[config.mk]
export PLATFORM = sky130hd
export DESIGN_NAME = isc_ram
export DESIGN_NICKNAME = d
export VERILOG_FILES = /design/src/design/isc_ram.sv
export SDC_FILE = /design/constraint.sdc
export NUM_CORES = 1
export LEC_CHECK = 0
export ABC_AREA = 1
export BUFFER_PORTS_ARGS = -buffer_cell sky130_fd_sc_hd__buf_2
export CAP_MARGIN = 20
export CORE_MARGIN = 2
export CORE_UTILIZATION = 55
export DETAILED_ROUTE_END_ITERATION = 7
export PLACE_DENSITY_LB_ADDON = 0.05
export SKIP_LAST_GASP = 1
export SLEW_MARGIN = 15
export SYNTH_ARGS = -nofsm -noshare
export SYNTH_HDL_FRONTEND = slang
export SYNTH_SLANG_ARGS = --single-unit
[constraint.sdc]
create_clock -name clk -period 1.9 [get_ports clk]
set_input_delay 0.19 -clock clk [delete_from_list [all_inputs] [get_ports clk]]
set_output_delay 0.19 -clock clk [all_outputs]
set_load 0.01 [all_outputs]
[src/design/isc_ram.sv]
// Generic single write port RAM with registered read.
// No dependencies.
module isc_ram #(
  parameter int Width = 8,
  parameter int Depth = 16
) (
  input  logic                     clk,
  input  logic                     we,
  input  logic [$clog2(Depth)-1:0] waddr,
  input  logic [Width-1:0]         wdata,
  input  logic [$clog2(Depth)-1:0] raddr,
  output logic [Width-1:0]         rdata
);

  logic [Width-1:0] mem [Depth];

  always_ff @(posedge clk) begin
    if (we) begin
      mem[waddr] <= wdata;
    end
    rdata <= mem[raddr];
  end

endmodule

After elaboration in Yosys (flattened, before gate mapping)

Memories as Yosys holds them, arrays and structs flattened. A register that Yosys moved wholly into a read port is not among the register bits.
Index checks and enable logic that the tools add are counted.

Flip-flop bits (word level): 0
Memory bits (writable): 128
Bits of input ports: 18
Output and inout port bits: 8
Word-level logic and storage cells: 3
Memories: 1

Memories:

| memory | words | bits a word | read ports | clocked after Yosys merged registers in | wr ports | RTL line | text |
|---|---|---|---|---|---|---|---|
| mem    | 16    | 8           | 1          | 1                                       | 1        | 15       | `logic [Width-1:0] mem [Depth];` |

Mux-type cells: 2

Operators with widths:

| operator         | count |
|---|---|
| 2-to-1 mux 1 bit | 2 |

Depth between registers and ports, before layout

Depth after elaboration: 2
Depth in mapped cells: 8
Gate-level depth less buffers: 7

Worst setup path before layout

Ideal clock, no wire load.

Path type: input -> register
From: in waddr[2]
To: mem mem[10][0] (enable)
Library setup time: 370 ps
Arrival time: 771 ps
Required time: 1530 ps
Slack: 759 ps
Cell stages on the path: 2
Buffers on the path: 0
Path through: nand3b_1 -> nor2_1

RTL lines:

| what            | RTL line | text |
|---|---|---|
| start, declared | 9        | `input logic [$clog2(Depth)-1:0] waddr,` |
| end, declared   | 15       |  |

Straight into the memory's write port.

Worst setup path in the final report

From: reg rdata[5] (read register of mem)
To: out rdata[5]

RTL lines:

| what            | RTL line | text |
|---|---|---|
| start, declared | 12       | `output logic [Width-1:0] rdata` |

No word-level cell between the ends.

==> run metrics <==
final net count=a little over 600; H-tree depth=4; Setup Crit Path Kind=flop to output port; initial antenna violation count=0; WP buf/inv=1; vias in the first global route=between 3000 and 4000; Period minus WS final=roughly 1200 ps; die width=roughly 110 um; Max Buffers Root-to-Sink=2; Largest stage delay, worst path=between 300 and 400 ps; antenna-violating nets left=0; Internal Power=5.22 mW; Synth top area share=0.667; wire length per cell=about 18 um; maximum vdd drop=762 uV; total grt overflow=0; P_sw=1.52 mW; Global Route Usage Sum=0.253; largest net degree at the start of global routing=a little under 60; Rel. slew slack=0.527; post-CTS setup buffer count=0; crit end category=output port; Hold Fails Final Rpt=0; Slowest-stage cell, CP=dfxtp_1; synth top area cells=edfxtp_1, nand2_1, nand3_1; post_cts resized=0; total number of vias=between 3000 and 4000; Mean Syn Cell Area=roughly 10 um2; fin util=0.642; clock-pin slew on the worst setup and hold paths=approximately 60 ps; synthesized area=roughly 0.0058 mm2; Die Y-Extent=around 110 um; Starting Density=0.564; Logic pwr share=0.061; Flop pwr share=0.501; setup ws final=677 ps; Hold/Removal Path Class=input port to flop; Core ar.=0.0102 mm2; cells after synthesis=551; CTS tree=yes; Synth cell types=12; IO Count=26; routability congestion estimate=0.830; Clock power frac=0.438; pwr dens=between 1000 and 1500 mW/mm2; final wirelength=13.1 mm; Post-Synth Simple-Gate Area=0.210; Final Skew=~7.0 ps; CTS buffer count=17; # setup viols final=0; delay-heaviest family, CP=flip-flops; Compound-Gate Fraction of Synth Area=0; Yosys Warn Count=0; Die Area=0.0113 mm2; mux contribution to synthesized area=0; status=complete, no violations; IO Port Bufs=25; Mapped Nets=between 500 and 600; startpoint types=flop; Final period util=0.644; Clock Latency Late Sink=about 520 ps; worst-margin pin slew=~710 ps; RSZ-0062 raised after global routing=no; count of final max-slew check failures=0; DR iter-0 viols=270; hold buffer count at cts=0; worst slack, placed=between 400 and 500 ps; via-per-instance ratio=5.26; Pre-antenna DRT Iters=5; sequential fraction of the synthesis area=0.694; first-pass GRT wire length=between 20 and 25 mm; Synth Area in Adders=0; leak pwr=approximately 2.9 nW; fmax=just over 800 MHz; largest family of logic cells by synthesized area=simple AND/OR/NAND/NOR gates; fillers=854; clk sinks=about 140; num rows=37; Area growth, synth to finish=13.9%; HPWL after detailed placement=about 8 mm; biggest area consumer among synthesized cells=edfxtp_1; drc violations=0; Max Cap Viol=0; XOR/XNOR share of the synthesized area=0; Crit path arrival time=between 1000 and 1500 ps; Fin Setup TNS=0 ps; clock root buffer=clkbuf_8; layout cells sized above 1=0.123; crit path max fanout=1; flops & latches, synth=136; Critical Path RT=between 1500 and 2000 ps; Antenna Cells=0; crit-path cells=buf_2; Sw Share=0.225
[cells in the mapped netlist]
master,number
buf_2,13
nand2_1,173
edfxtp_1,128
dfxtp_1,8
buf_6,6
buf_1,1
nor2_1,17
inv_2,2
buf_4,4
nand3b_1,2
inv_1,100
nand3_1,97
[power groups by stage]
stage | clock, mW | combinational [mW] | sequential (mW)
5_1_grt | 3.13 | 0.456 | 3.38
6_report | 2.96 | 0.410 | 3.38
4_1_cts | 2.99 | 0.411 | 3.38
3_5_place_dp | 0 | 0.409 | 3.44
2_1_floorplan | 0 | 0.237 | 3.44
3_3_place_gp | 0 | 0.406 | 3.44
[worst paths after layout]
path / slack (ps) / start / end / depth (start not counted)
worst min register to register: 680 / mem[15][7] / rdata[7] / 6
worst max-delay path: 680 / rdata[5] / rdata[5] / 1
worst max register to register: 850 / mem[1][0] / rdata[0] / 6
worst min-delay path: 30 / raddr[3] / rdata[7] / 3
[per-stage QoR]
stage	hold WS (ps)	instance area (um2)	std cells	power (mW)
floorplan	289	5770	551	3.68
global placement	558	6030	704	3.85
detailed placement	566	6030	704	3.85
CTS	16.0	6570	736	6.78
global route	13.5	6570	736	6.97
finish	30.0	6570	736	6.74
[sequential cells by signal, summed over array words and instances (netlist names)]
| signal | count |
|---|---|
| rdata | 8 |
| mem | 128 |
[routing by layer]
layer,global-route usage,vias to the layer above,wire [um]
met2,0.380,153,6120
met4,0.0667,0,150
met5,0,-,0
met1,0.368,1857,5850
li1,-,1847,-
met3,0.0699,14,984
[logic make-up (layout without fill, tap and decap cells)]
group | Yosys count | after routing
buffers and inverters | 126 | 175
AND/OR/NAND/NOR | 289 | 289
flip-flops | 136 | 136
[final cells by class]
type                    count  area, um2  share of cell area
clock buffers              19        432              0.0657
clock inverters            13        108              0.0164
inverters                 102        383              0.0583
multi-input cells         289       1210               0.185
flip-flops and latches    136       4000               0.610
well taps                 136        170              0.0259
repair buffers             41        258              0.0392
[placed cells by master, fill, tap and decap left out]
| cell type | instances |
|---|---|
| buf_4 | 15 |
| buf_12 | 1 |
| inv_1 | 100 |
| edfxtp_1 | 128 |
| nand3b_1 | 2 |
| nor2_1 | 17 |
| clkbuf_1 | 1 |
| clkbuf_8 | 2 |
| nand3_1 | 97 |
| nand2_1 | 173 |
| inv_2 | 2 |
| bufinv_16 | 1 |
| clkbuf_16 | 16 |
| clkinv_2 | 6 |
| clkinvlp_4 | 4 |
| dfxtp_1 | 8 |
| buf_2 | 25 |
| clkinv_4 | 2 |
No activity file was read; power rests on OpenSTA's default activity.
