`src/design/isc_pkg.sv`:
```
// Package for the interval set coalescer.
// Table geometry, entry layout, opcodes, result kinds and sequencer types.
// No dependencies.
package isc_pkg;

  localparam int TableDepth = 32;
  localparam int IdxW       = $clog2(TableDepth);
  localparam int OccW       = $clog2(TableDepth + 1);
  localparam int DataW      = 32;

  typedef enum logic [1:0] {
    OP_ADD      = 2'd0,
    OP_CONTAINS = 2'd1,
    OP_LIST     = 2'd2,
    OP_NONE     = 2'd3
  } opcode_t;

  typedef enum logic [2:0] {
    KIND_ADD_DONE = 3'd0,
    KIND_ADD_FULL = 3'd1,
    KIND_CONTAINS = 3'd2,
    KIND_RANGE    = 3'd3,
    KIND_EMPTY    = 3'd4
  } kind_t;

  typedef enum logic [2:0] {
    ST_IDLE,
    ST_RD,
    ST_EV,
    ST_WRD,
    ST_WWR,
    ST_FIN
  } state_t;

  typedef struct packed {
    logic [DataW-1:0] lo;
    logic [DataW-1:0] hi;
    logic [DataW-1:0] cnt;
  } entry_t;

  localparam int EntryW = $bits(entry_t);

  typedef struct packed {
    logic            en;
    logic            bank;
    logic [IdxW-1:0] addr;
    entry_t          data;
  } mem_wr_t;

  typedef struct packed {
    logic            busy;
    logic [OccW-1:0] occ;
  } status_t;

endpackage

```
`src/design/isc_if.sv`:
```
// Request and result channel interfaces of the interval set coalescer.
// Valid/ready handshake; no package dependency.
interface isc_in_if;
  logic        valid;
  logic        ready;
  logic [1:0]  opcode;
  logic [31:0] range_start;
  logic [31:0] range_end;
  logic [31:0] range_count;

  modport source (output valid, opcode, range_start, range_end, range_count, input ready);
  modport sink   (input valid, opcode, range_start, range_end, range_count, output ready);
endinterface

interface isc_out_if;
  logic        valid;
  logic        ready;
  logic [2:0]  kind;
  logic        hit;
  logic [31:0] out_start;
  logic [31:0] out_end;
  logic [31:0] out_count;
  logic        saturated;
  logic        last;

  modport source (output valid, kind, hit, out_start, out_end, out_count, saturated, last,
                  input ready);
  modport sink   (input valid, kind, hit, out_start, out_end, out_count, saturated, last,
                  output ready);
endinterface

```
`src/design/isc_seq.sv`:
```
// Sequencer and datapath: walks the table bank, merges, queries, coalesces,
// and copies the table into the other bank on add. Uses isc_pkg, isc_if.
module isc_seq (
  input  logic                   clk,
  input  logic                   rst,
  isc_in_if.sink                 request,
  isc_out_if.source              result,
  input  logic [31:0]            max_cnt,
  input  logic [31:0]            max_dist,
  input  isc_pkg::entry_t        rdata0,
  input  isc_pkg::entry_t        rdata1,
  output logic [isc_pkg::IdxW-1:0] rd_addr,
  output isc_pkg::mem_wr_t       wr,
  output isc_pkg::status_t       status
);

  isc_pkg::state_t  state, state_next;
  isc_pkg::opcode_t op;
  logic [isc_pkg::OccW-1:0] idx, occ, nfront, nmerge, kept, src;
  logic             bank, sat, hit, drop;
  logic [31:0]      ms, me, acc, pt, cs, ce, cc;
  isc_pkg::entry_t  ent;
  logic             at_end, is_before, is_after, join_ok, emit_mid, out_free, stall;
  logic [32:0]      acc_sum, lsum;
  logic [31:0]      gap;

  assign ent       = bank ? rdata1 : rdata0;
  assign at_end    = (idx == occ);
  assign is_before = (ent.hi < ms);
  assign is_after  = (ent.lo > me);
  assign acc_sum   = {1'b0, acc} + {1'b0, ent.cnt};
  assign kept      = occ - nmerge;
  assign gap       = ent.lo - ce;
  assign lsum      = {1'b0, cc} + {1'b0, ent.cnt};
  assign join_ok   = (idx != '0) && (gap <= max_dist) && (lsum <= {1'b0, max_cnt});
  assign emit_mid  = (op == isc_pkg::OP_LIST) && (idx != '0) && !join_ok;
  assign out_free  = !result.valid || result.ready;
  assign stall     = emit_mid && !out_free;
  // copy pass: entries ahead of the merged slot keep their place, later ones follow right after it
  assign src       = (idx < nfront) ? idx : (idx - isc_pkg::OccW'(1) + nmerge);

  assign request.ready = (state == isc_pkg::ST_IDLE);
  assign rd_addr = (state == isc_pkg::ST_WRD || state == isc_pkg::ST_WWR) ?
                   src[isc_pkg::IdxW-1:0] : idx[isc_pkg::IdxW-1:0];

  always_comb begin
    wr.en   = (state == isc_pkg::ST_WWR);
    wr.bank = ~bank;
    wr.addr = idx[isc_pkg::IdxW-1:0];
    wr.data = (idx == nfront) ? isc_pkg::entry_t'{lo: ms, hi: me, cnt: acc} : ent;
  end

  assign status.busy = (state != isc_pkg::ST_IDLE);
  assign status.occ  = occ;

  always_ff @(posedge clk) begin
    if (rst) begin
      state <= isc_pkg::ST_IDLE;
    end else begin
      state <= state_next;
    end
  end

  always_comb begin
    state_next = state;
    unique case (state)
      isc_pkg::ST_IDLE: begin
        if (request.valid && isc_pkg::opcode_t'(request.opcode) != isc_pkg::OP_NONE) begin
          state_next = isc_pkg::ST_RD;
        end
      end
      isc_pkg::ST_RD: begin
        if (!at_end) begin
          state_next = isc_pkg::ST_EV;
        end else if (op == isc_pkg::OP_ADD && kept != isc_pkg::OccW'(isc_pkg::TableDepth)) begin
          state_next = isc_pkg::ST_WRD;
        end else begin
          state_next = isc_pkg::ST_FIN;
        end
      end
      isc_pkg::ST_EV:  state_next = stall ? isc_pkg::ST_EV : isc_pkg::ST_RD;
      isc_pkg::ST_WRD: state_next = isc_pkg::ST_WWR;
      isc_pkg::ST_WWR: state_next = (idx == kept) ? isc_pkg::ST_FIN : isc_pkg::ST_WRD;
      isc_pkg::ST_FIN: state_next = out_free ? isc_pkg::ST_IDLE : isc_pkg::ST_FIN;
      default:         state_next = isc_pkg::ST_IDLE;
    endcase
  end

  // control state
  always_ff @(posedge clk) begin
    if (rst) begin
      occ  <= '0;
      bank <= 1'b0;
    end else if (state == isc_pkg::ST_WWR && idx == kept) begin
      bank <= ~bank;
      occ  <= kept + isc_pkg::OccW'(1);
    end
  end

  // working registers
  always_ff @(posedge clk) begin
    unique case (state)
      isc_pkg::ST_IDLE: begin
        op     <= isc_pkg::opcode_t'(request.opcode);
        ms     <= (request.range_start < request.range_end) ? request.range_start
                                                             : request.range_end;
        me     <= (request.range_start < request.range_end) ? request.range_end
                                                             : request.range_start;
        acc    <= request.range_count;
        pt     <= request.range_start;
        sat    <= 1'b0;
        hit    <= 1'b0;
        drop   <= 1'b0;
        idx    <= '0;
        nfront <= '0;
        nmerge <= '0;
      end
      isc_pkg::ST_RD: begin
        if (at_end) begin
          drop <= (kept == isc_pkg::OccW'(isc_pkg::TableDepth));
          if (op == isc_pkg::OP_ADD) begin
            idx <= '0;
          end
        end
      end
      isc_pkg::ST_EV: begin
        if (!stall) begin
          idx <= idx + isc_pkg::OccW'(1);
          unique case (op)
            isc_pkg::OP_ADD: begin
              if (is_before) begin
                nfront <= nfront + isc_pkg::OccW'(1);
              end else if (!is_after) begin
                if (ent.lo < ms) ms <= ent.lo;
                if (ent.hi > me) me <= ent.hi;
                acc    <= acc_sum[32] ? '1 : acc_sum[31:0];
                sat    <= sat | acc_sum[32];
                nmerge <= nmerge + isc_pkg::OccW'(1);
              end
            end
            isc_pkg::OP_CONTAINS: begin
              if (ent.lo <= pt && pt <= ent.hi) hit <= 1'b1;
            end
            isc_pkg::OP_LIST: begin
              if (join_ok) begin
                ce <= ent.hi;
                cc <= lsum[31:0];
              end else begin
                cs <= ent.lo;
                ce <= ent.hi;
                cc <= ent.cnt;
              end
            end
            default: ;
          endcase
        end
      end
      isc_pkg::ST_WWR: idx <= idx + isc_pkg::OccW'(1);
      default: ;
    endcase
  end

  // result register
  always_ff @(posedge clk) begin
    if (rst) begin
      result.valid <= 1'b0;
    end else if (out_free && (state == isc_pkg::ST_FIN ||
                              (state == isc_pkg::ST_EV && emit_mid))) begin
      result.valid <= 1'b1;
    end else if (result.ready) begin
      result.valid <= 1'b0;
    end
  end

  always_ff @(posedge clk) begin
    if (out_free && state == isc_pkg::ST_EV && emit_mid) begin
      result.kind      <= isc_pkg::KIND_RANGE;
      result.hit       <= 1'b0;
      result.out_start <= cs;
      result.out_end   <= ce;
      result.out_count <= cc;
      result.saturated <= 1'b0;
      result.last      <= 1'b0;
    end else if (out_free && state == isc_pkg::ST_FIN) begin
      result.hit       <= 1'b0;
      result.out_start <= '0;
      result.out_end   <= '0;
      result.out_count <= '0;
      result.saturated <= 1'b0;
      result.last      <= 1'b1;
      unique case (op)
        isc_pkg::OP_ADD: begin
          result.kind      <= drop ? isc_pkg::KIND_ADD_FULL : isc_pkg::KIND_ADD_DONE;
          result.saturated <= !drop && sat;
        end
        isc_pkg::OP_CONTAINS: begin
          result.kind <= isc_pkg::KIND_CONTAINS;
          result.hit  <= hit;
        end
        default: begin
          if (occ == '0) begin
            result.kind <= isc_pkg::KIND_EMPTY;
          end else begin
            result.kind      <= isc_pkg::KIND_RANGE;
            result.out_start <= cs;
            result.out_end   <= ce;
            result.out_count <= cc;
          end
        end
      endcase
    end
  end

endmodule

```
`src/flat_wrapper.sv`:
```
// flat-port wrapper written by rule: the top's interface ports become plain ports
module isc_seq_flat 
  (clk, rst, max_cnt, max_dist, rdata0, rdata1, rd_addr, wr, status, request_valid, request_opcode, request_range_start, request_range_end, request_range_count, request_ready, result_valid, result_kind, result_hit, result_out_start, result_out_end, result_out_count, result_saturated, result_last, result_ready);
  isc_in_if request_i ();
  isc_out_if result_i ();
  input  logic clk;
  input  logic rst;
  input  logic [31:0] max_cnt;
  input  logic [31:0] max_dist;
  input  isc_pkg::entry_t rdata0;
  input  isc_pkg::entry_t rdata1;
  output logic [isc_pkg::IdxW-1:0] rd_addr;
  output isc_pkg::mem_wr_t wr;
  output isc_pkg::status_t status;
  input wire logic [$bits(request_i.valid)-1:0] request_valid;
  input wire logic [$bits(request_i.opcode)-1:0] request_opcode;
  input wire logic [$bits(request_i.range_start)-1:0] request_range_start;
  input wire logic [$bits(request_i.range_end)-1:0] request_range_end;
  input wire logic [$bits(request_i.range_count)-1:0] request_range_count;
  output wire logic [$bits(request_i.ready)-1:0] request_ready;
  output wire logic [$bits(result_i.valid)-1:0] result_valid;
  output wire logic [$bits(result_i.kind)-1:0] result_kind;
  output wire logic [$bits(result_i.hit)-1:0] result_hit;
  output wire logic [$bits(result_i.out_start)-1:0] result_out_start;
  output wire logic [$bits(result_i.out_end)-1:0] result_out_end;
  output wire logic [$bits(result_i.out_count)-1:0] result_out_count;
  output wire logic [$bits(result_i.saturated)-1:0] result_saturated;
  output wire logic [$bits(result_i.last)-1:0] result_last;
  input wire logic [$bits(result_i.ready)-1:0] result_ready;
  assign request_i.valid = request_valid;
  assign request_i.opcode = request_opcode;
  assign request_i.range_start = request_range_start;
  assign request_i.range_end = request_range_end;
  assign request_i.range_count = request_range_count;
  assign request_ready = request_i.ready;
  assign result_valid = result_i.valid;
  assign result_kind = result_i.kind;
  assign result_hit = result_i.hit;
  assign result_out_start = result_i.out_start;
  assign result_out_end = result_i.out_end;
  assign result_out_count = result_i.out_count;
  assign result_saturated = result_i.saturated;
  assign result_last = result_i.last;
  assign result_i.ready = result_ready;
  isc_seq u_core (.clk(clk), .rst(rst), .request(request_i), .result(result_i), .max_cnt(max_cnt), .max_dist(max_dist), .rdata0(rdata0), .rdata1(rdata1), .rd_addr(rd_addr), .wr(wr), .status(status));
endmodule
```
`config.mk`:
```
export PLATFORM = sky130hd
export DESIGN_NAME = isc_seq_flat
export DESIGN_NICKNAME = d
export VERILOG_FILES = /design/src/design/isc_pkg.sv /design/src/design/isc_if.sv /design/src/design/isc_seq.sv /design/src/flat_wrapper.sv
export SDC_FILE = /design/constraint.sdc
export NUM_CORES = 1
export LEC_CHECK = 0
export ABC_AREA = 0
export BUFFER_PORTS_ARGS = -buffer_cell sky130_fd_sc_hd__buf_2
export CELL_PAD_IN_SITES_DETAIL_PLACEMENT = 1
export CELL_PAD_IN_SITES_GLOBAL_PLACEMENT = 1
export CORE_UTILIZATION = 44
export CTS_CLUSTER_SIZE = 10
export DETAILED_ROUTE_END_ITERATION = 10
export GPL_TIMING_DRIVEN = 0
export PLACE_DENSITY_LB_ADDON = 0.25
export SYNTH_ARGS = -nofsm -noshare
export SYNTH_HDL_FRONTEND = slang
export SYNTH_SLANG_ARGS = --single-unit
```
`constraint.sdc`:
```
create_clock -name clk -period 11.1 [get_ports clk]
set_input_delay 0.555 -clock clk [delete_from_list [all_inputs] [get_ports clk]]
set_output_delay 0.555 -clock clk [all_outputs]
set_load 0.005 [all_outputs]
```
* Yosys cells after proc, flatten, opt, wreduce, memory -nomap -nowiden
Index checks and enable logic that the tools add are counted.
** Cells by class
- Add/subtract/negate cells :: 10
- Magnitude comparators :: 10
- Equal/unequal tests :: 25
- Mux-type cells :: 75
- Bitwise logic cells :: 4
- Reduce and logical (&&, ||, !) cells :: 42
** Operators by type and width (number)
- $mux W32 :: 30
- $mux W96 :: 2
- $pmux W32 S2 :: 3
- $le A32 B32 Y1 :: 3
- $lt A32 B32 Y1 :: 3
- $add A32 B32 Y33 :: 2
- $gt A32 B32 Y1 :: 2
- $mux W6 :: 10
- $le A33 B32 Y1 :: 1
- $sub A32 B32 Y32 :: 1
- $add A6 B1 Y6 const B :: 4
- $pmux W6 S2 :: 2
- $pmux W6 S4 :: 1
- $eq A6 B6 Y1 :: 3
- $mux W3 :: 6
- $pmux W3 S6 :: 1
- $ne A2 B1 Y1 const B :: 8
- $reduce_and A4 Y1 :: 4
- $logic_and A1 B1 Y1 :: 15
- $mux W1 :: 13
- $reduce_and A6 Y1 :: 2
- $mux W5 :: 2
- $ne A2 B2 Y1 const B :: 5
- $reduce_bool A2 Y1 :: 4
- 28 further kinds :: 39
** Storage, ports and cells
- Register bits :: 360
- Bits of input ports :: 358
- Output and inout port bits :: 219
- Logic and storage cells :: 191

* Logic depth before layout (Yosys ltp)
- Depth in word-level cells :: 11
- Depth in mapped cells :: 29
- Gate-level depth less buffers :: 24

* Worst setup path after synthesis
Ideal clock, no wire load.
- Path kind :: register -> register
- Start :: register u_core.bank
- End :: register u_core.result.out_count[0], enable pin
- Library setup time :: 471 ps
- Arrival :: 8092 ps
- Required time :: 10629 ps
- Path slack :: 2537 ps
- Stages on the path, launching flop included :: 26
- Path buffers :: 3
- Period minus slack after synthesis :: 8563 ps
- Cells stage by stage :: dfxtp_1 clkbuf_1 clkbuf_1 clkbuf_1 mux2i_1 inv_1 ha_1 nor2b_1 o31a_1 o41a_1 a41o_1 a311o_1 a21oi_2 o311ai_1 a21o_1 a21oi_1 xnor2_1 ha_1 nand4_1 nor3_1 nand4_1 o21ba_2 o21ai_1 o311a_4 nor3_4 nand2b_1
** RTL lines
- from (decl) :: RTL line isc_seq.sv:20 : logic bank, sat, hit, drop;
- from (signal assigned) :: RTL line isc_seq.sv:95 : bank <= ~bank;
- to (signal assigned) :: RTL line isc_seq.sv:181 : result.out_count <= cc;
- to (signal assigned) :: RTL line isc_seq.sv:188 : result.out_count <= '0;
- to (signal assigned) :: RTL line isc_seq.sv:207 : result.out_count <= cc;
- to (decl) :: RTL line isc_if.sv:26 : modport source (output valid, kind, hit, out_start, out_end, out_count, saturated, last,

==> metrics.cfg <==
[route]
drc=0
routedWlPerCell_um=26.59
drtIter0Drc=1605
vias=25620
via_per_inst=5.819
wl_um=117100
drtAntennaViolNets=0
dr.pass1.iters=5

[clocking]
cts_hold_buf=0
clock-sinks=360
cts.htree.levels=2
cts-buffers-inserted=46
cts_buffer_depth=3
post_cts_buffers=0
root_buffer=clkbuf_16
ctsResizeCount=0
cts_tree=done
clk_pin_slew_worst_paths_ps=60
insertion_delay_ps=600

[power]
max-vdd-ir-drop_uv=160.8
leakage_nw=16.04
power_density_nw_per_um2=225.4
totalPowerFinal_mw=7.707

[global_routing]
grt_usage_pct=34.64
grt_pass1_vias=26930
grt_pass1_wl_um=170200
grt_max_degree=57
grt-ovfl-total=0
antenna_found_initial=24

[worst_setup_path]
worst_path_largest_cell_delay_ps=1080
crit_top_cell=clkbuf_1
crit_family=buffers and inverters
cp.arrival_ps=10650
rr_startpoint=u_core.bank
worst-setup-path-type=flop to flop
path_max_fanout=12
start_kind=flop
cp_num_buf_inv=8
cp-startpoint=u_core.bank
cp.required_ps=11400
cpMaxStageDelayCell=clkbuf_1
endpoint_kind=flop

[yosys]
yosys_register_bits=360
ys_async_sr_fraction_pct=0
synth.distinct_cells=72
ys_warn_count=0
avgSynthCellArea_sq_um=9.999
ys_seq_area_share_pct=37.12
syn_area_sq_um=28670
synth_edf_count=343
syn_nets=3634
ys.flop_type=edfxtp_1
synthCells=2867

[sta]
worstMarginPinSlew_ps=1456
hold_violations=0
slew_viol_final=0
final-setup-viol-count=0
fin_ws_ps=746.9
fin_skew_ps=26.41
rsz0062_at_grt=no
fin_hold_ws_ps=144.9
max_slew_margin_pct=2.962
min_period_ps=10350
max_freq_mhz=96.59
setup_tns_ps=0
fin_crit_sh_pct=93.27

[place]
post-place-ws_ps=923.8
dp_cells=4308
port_buffers=575
dp_hpwl_um=95220
placed_cell_area_sq_um=32820
gp_congestion=0.9435

[layout]
stdcell_count=4402
n_fill_cell=7496
postLayoutCoreUtil_pct=53.05
area_growth_pct=19.29
final_area_sq_um=34200
regArea_sq_um=10640
drive_gt1_share_pct=23.53
multiInputGateArea_sq_um=16430
nets=4268

[status]
status=finished, final reports clean

[floorplanning]
die_h_um=257.2
io_pins=577
initial_core_util_pct=44.47
core_sq_um=64460
die_w_um=257.2
num_rows=93
die-area_sq_um=66180

[job]
cap_violations=0

[worst_hold_path]
worstHoldStart=request_opcode[0]
hp-class=input port to flop

worst paths after layout:
check,endpoint,slack [ps],cells after the start
worst max register to register,u_core.cs[13],750,28
worst max-delay path,u_core.cs[13],750,28
worst min-delay path,u_core.op[0],140,1
worst min register to register,u_core.result.last,460,2
final cells by class:
type / count / share of cell area, %
repair buffers: 586 / 8.910
clock buffers: 62 / 3.633
plain buffers: 86 / 1.178
inverters: 328 / 3.600
clock inverters: 16 / 0.2817
flip-flops and latches: 360 / 31.12
multi-input cells: 2093 / 48.04
well taps: 855 / 3.128
diodes: 16 / 0.1171
state kept, by name (all words and copies together) (netlist names), 2 cells and up:
| register | count |
|---|---|
| u_core.result.kind | 3 |
| u_core.state | 3 |
| u_core.pt | 32 |
| u_core.acc | 32 |
| u_core.result.out_end | 32 |
| u_core.idx | 6 |
| u_core.op | 2 |
| u_core.me | 32 |
| u_core.ms | 32 |
| u_core.cc | 32 |
| u_core.ce | 32 |
| u_core.result.out_count | 32 |
| u_core.nfront | 6 |
| u_core.nmerge | 6 |
| u_core.occ | 6 |
| u_core.result.out_start | 32 |
| u_core.cs | 32 |
cells in the mapped netlist (53+ instances only):
cell      instances  area [sq um]
mux2i_1         113          1131
nor2_1          157         589.3
a21oi_1         212          1061
a21o_1          115         863.3
nand4_1          69         431.7
and2_1           99         619.3
ha_1            404          5055
nand2_1         131         491.7
o21ai_0         157         785.8
inv_1           327          1227
xnor2_1          85         744.5
clkbuf_1         53         198.9
edfxtp_1        343         10300
mux2_2          141          1588
kinds of logic (layout without fill, tap and decap cells):
group	after synthesis	after routing	share of synthesized area, %
adder cells (fa/ha/maj)	409	409	17.98
multiplexers	254	254	9.485
buffers and inverters	414	1078	5.692
AO/OA/AOI/OAI	669	669	14.67
XOR/XNOR	120	120	3.719
other	0	16	0
AND/OR/NAND/NOR	641	641	11.34
flip-flops	360	360	37.12
layout by cell type, fill, tap and decap left out, drive strengths merged, types with 34 or more instances in the layout:
| cell type | Yosys | layout |
|---|---|---|
| ha | 404 | 404 |
| o21ai | 159 | 159 |
| buf | 28 | 614 |
| and2 | 99 | 99 |
| nor2 | 157 | 157 |
| mux2i | 113 | 113 |
| nor2b | 39 | 39 |
| mux2 | 141 | 141 |
| edfxtp | 343 | 343 |
| clkbuf | 58 | 120 |
| a21oi | 213 | 213 |
| a21o | 116 | 116 |
| nand2 | 131 | 131 |
| nand3 | 35 | 35 |
| nand4 | 69 | 69 |
| nor3 | 35 | 35 |
| xor2 | 34 | 34 |
| inv | 327 | 328 |
| xnor2 | 85 | 85 |
worst register-to-register path, delay by kind of cell, from the launching register on:
kind	cells	cell delay [ps]
multiplexers	1	750
flip-flops	1	320
adder cells (fa/ha/maj)	2	670
AND/OR/NAND/NOR	5	1530
buffers and inverters	8	3760
AO/OA/AOI/OAI	11	2910
XOR/XNOR	1	110
report_power, final:
group / switching (mW) / internal [mW] / total [mW]
logic: 2.49 / 1.59 / 4.07
clock network: 0.621 / 0.780 / 1.40
registers: 0.231 / 2.00 / 2.23
total: 3.34 / 4.37 / 7.71
layer usage:
metal / vias up / wire length [um] / global-route usage (%)
li1: 11700 / - / -
met1: 12740 / 47140 / 42.39
met2: 922 / 57060 / 60.09
met3: 248 / 6708 / 4.117
met4: 6 / 6113 / 17.15
met5: - / 38 / 0
(Power assumes the default switching activity.)
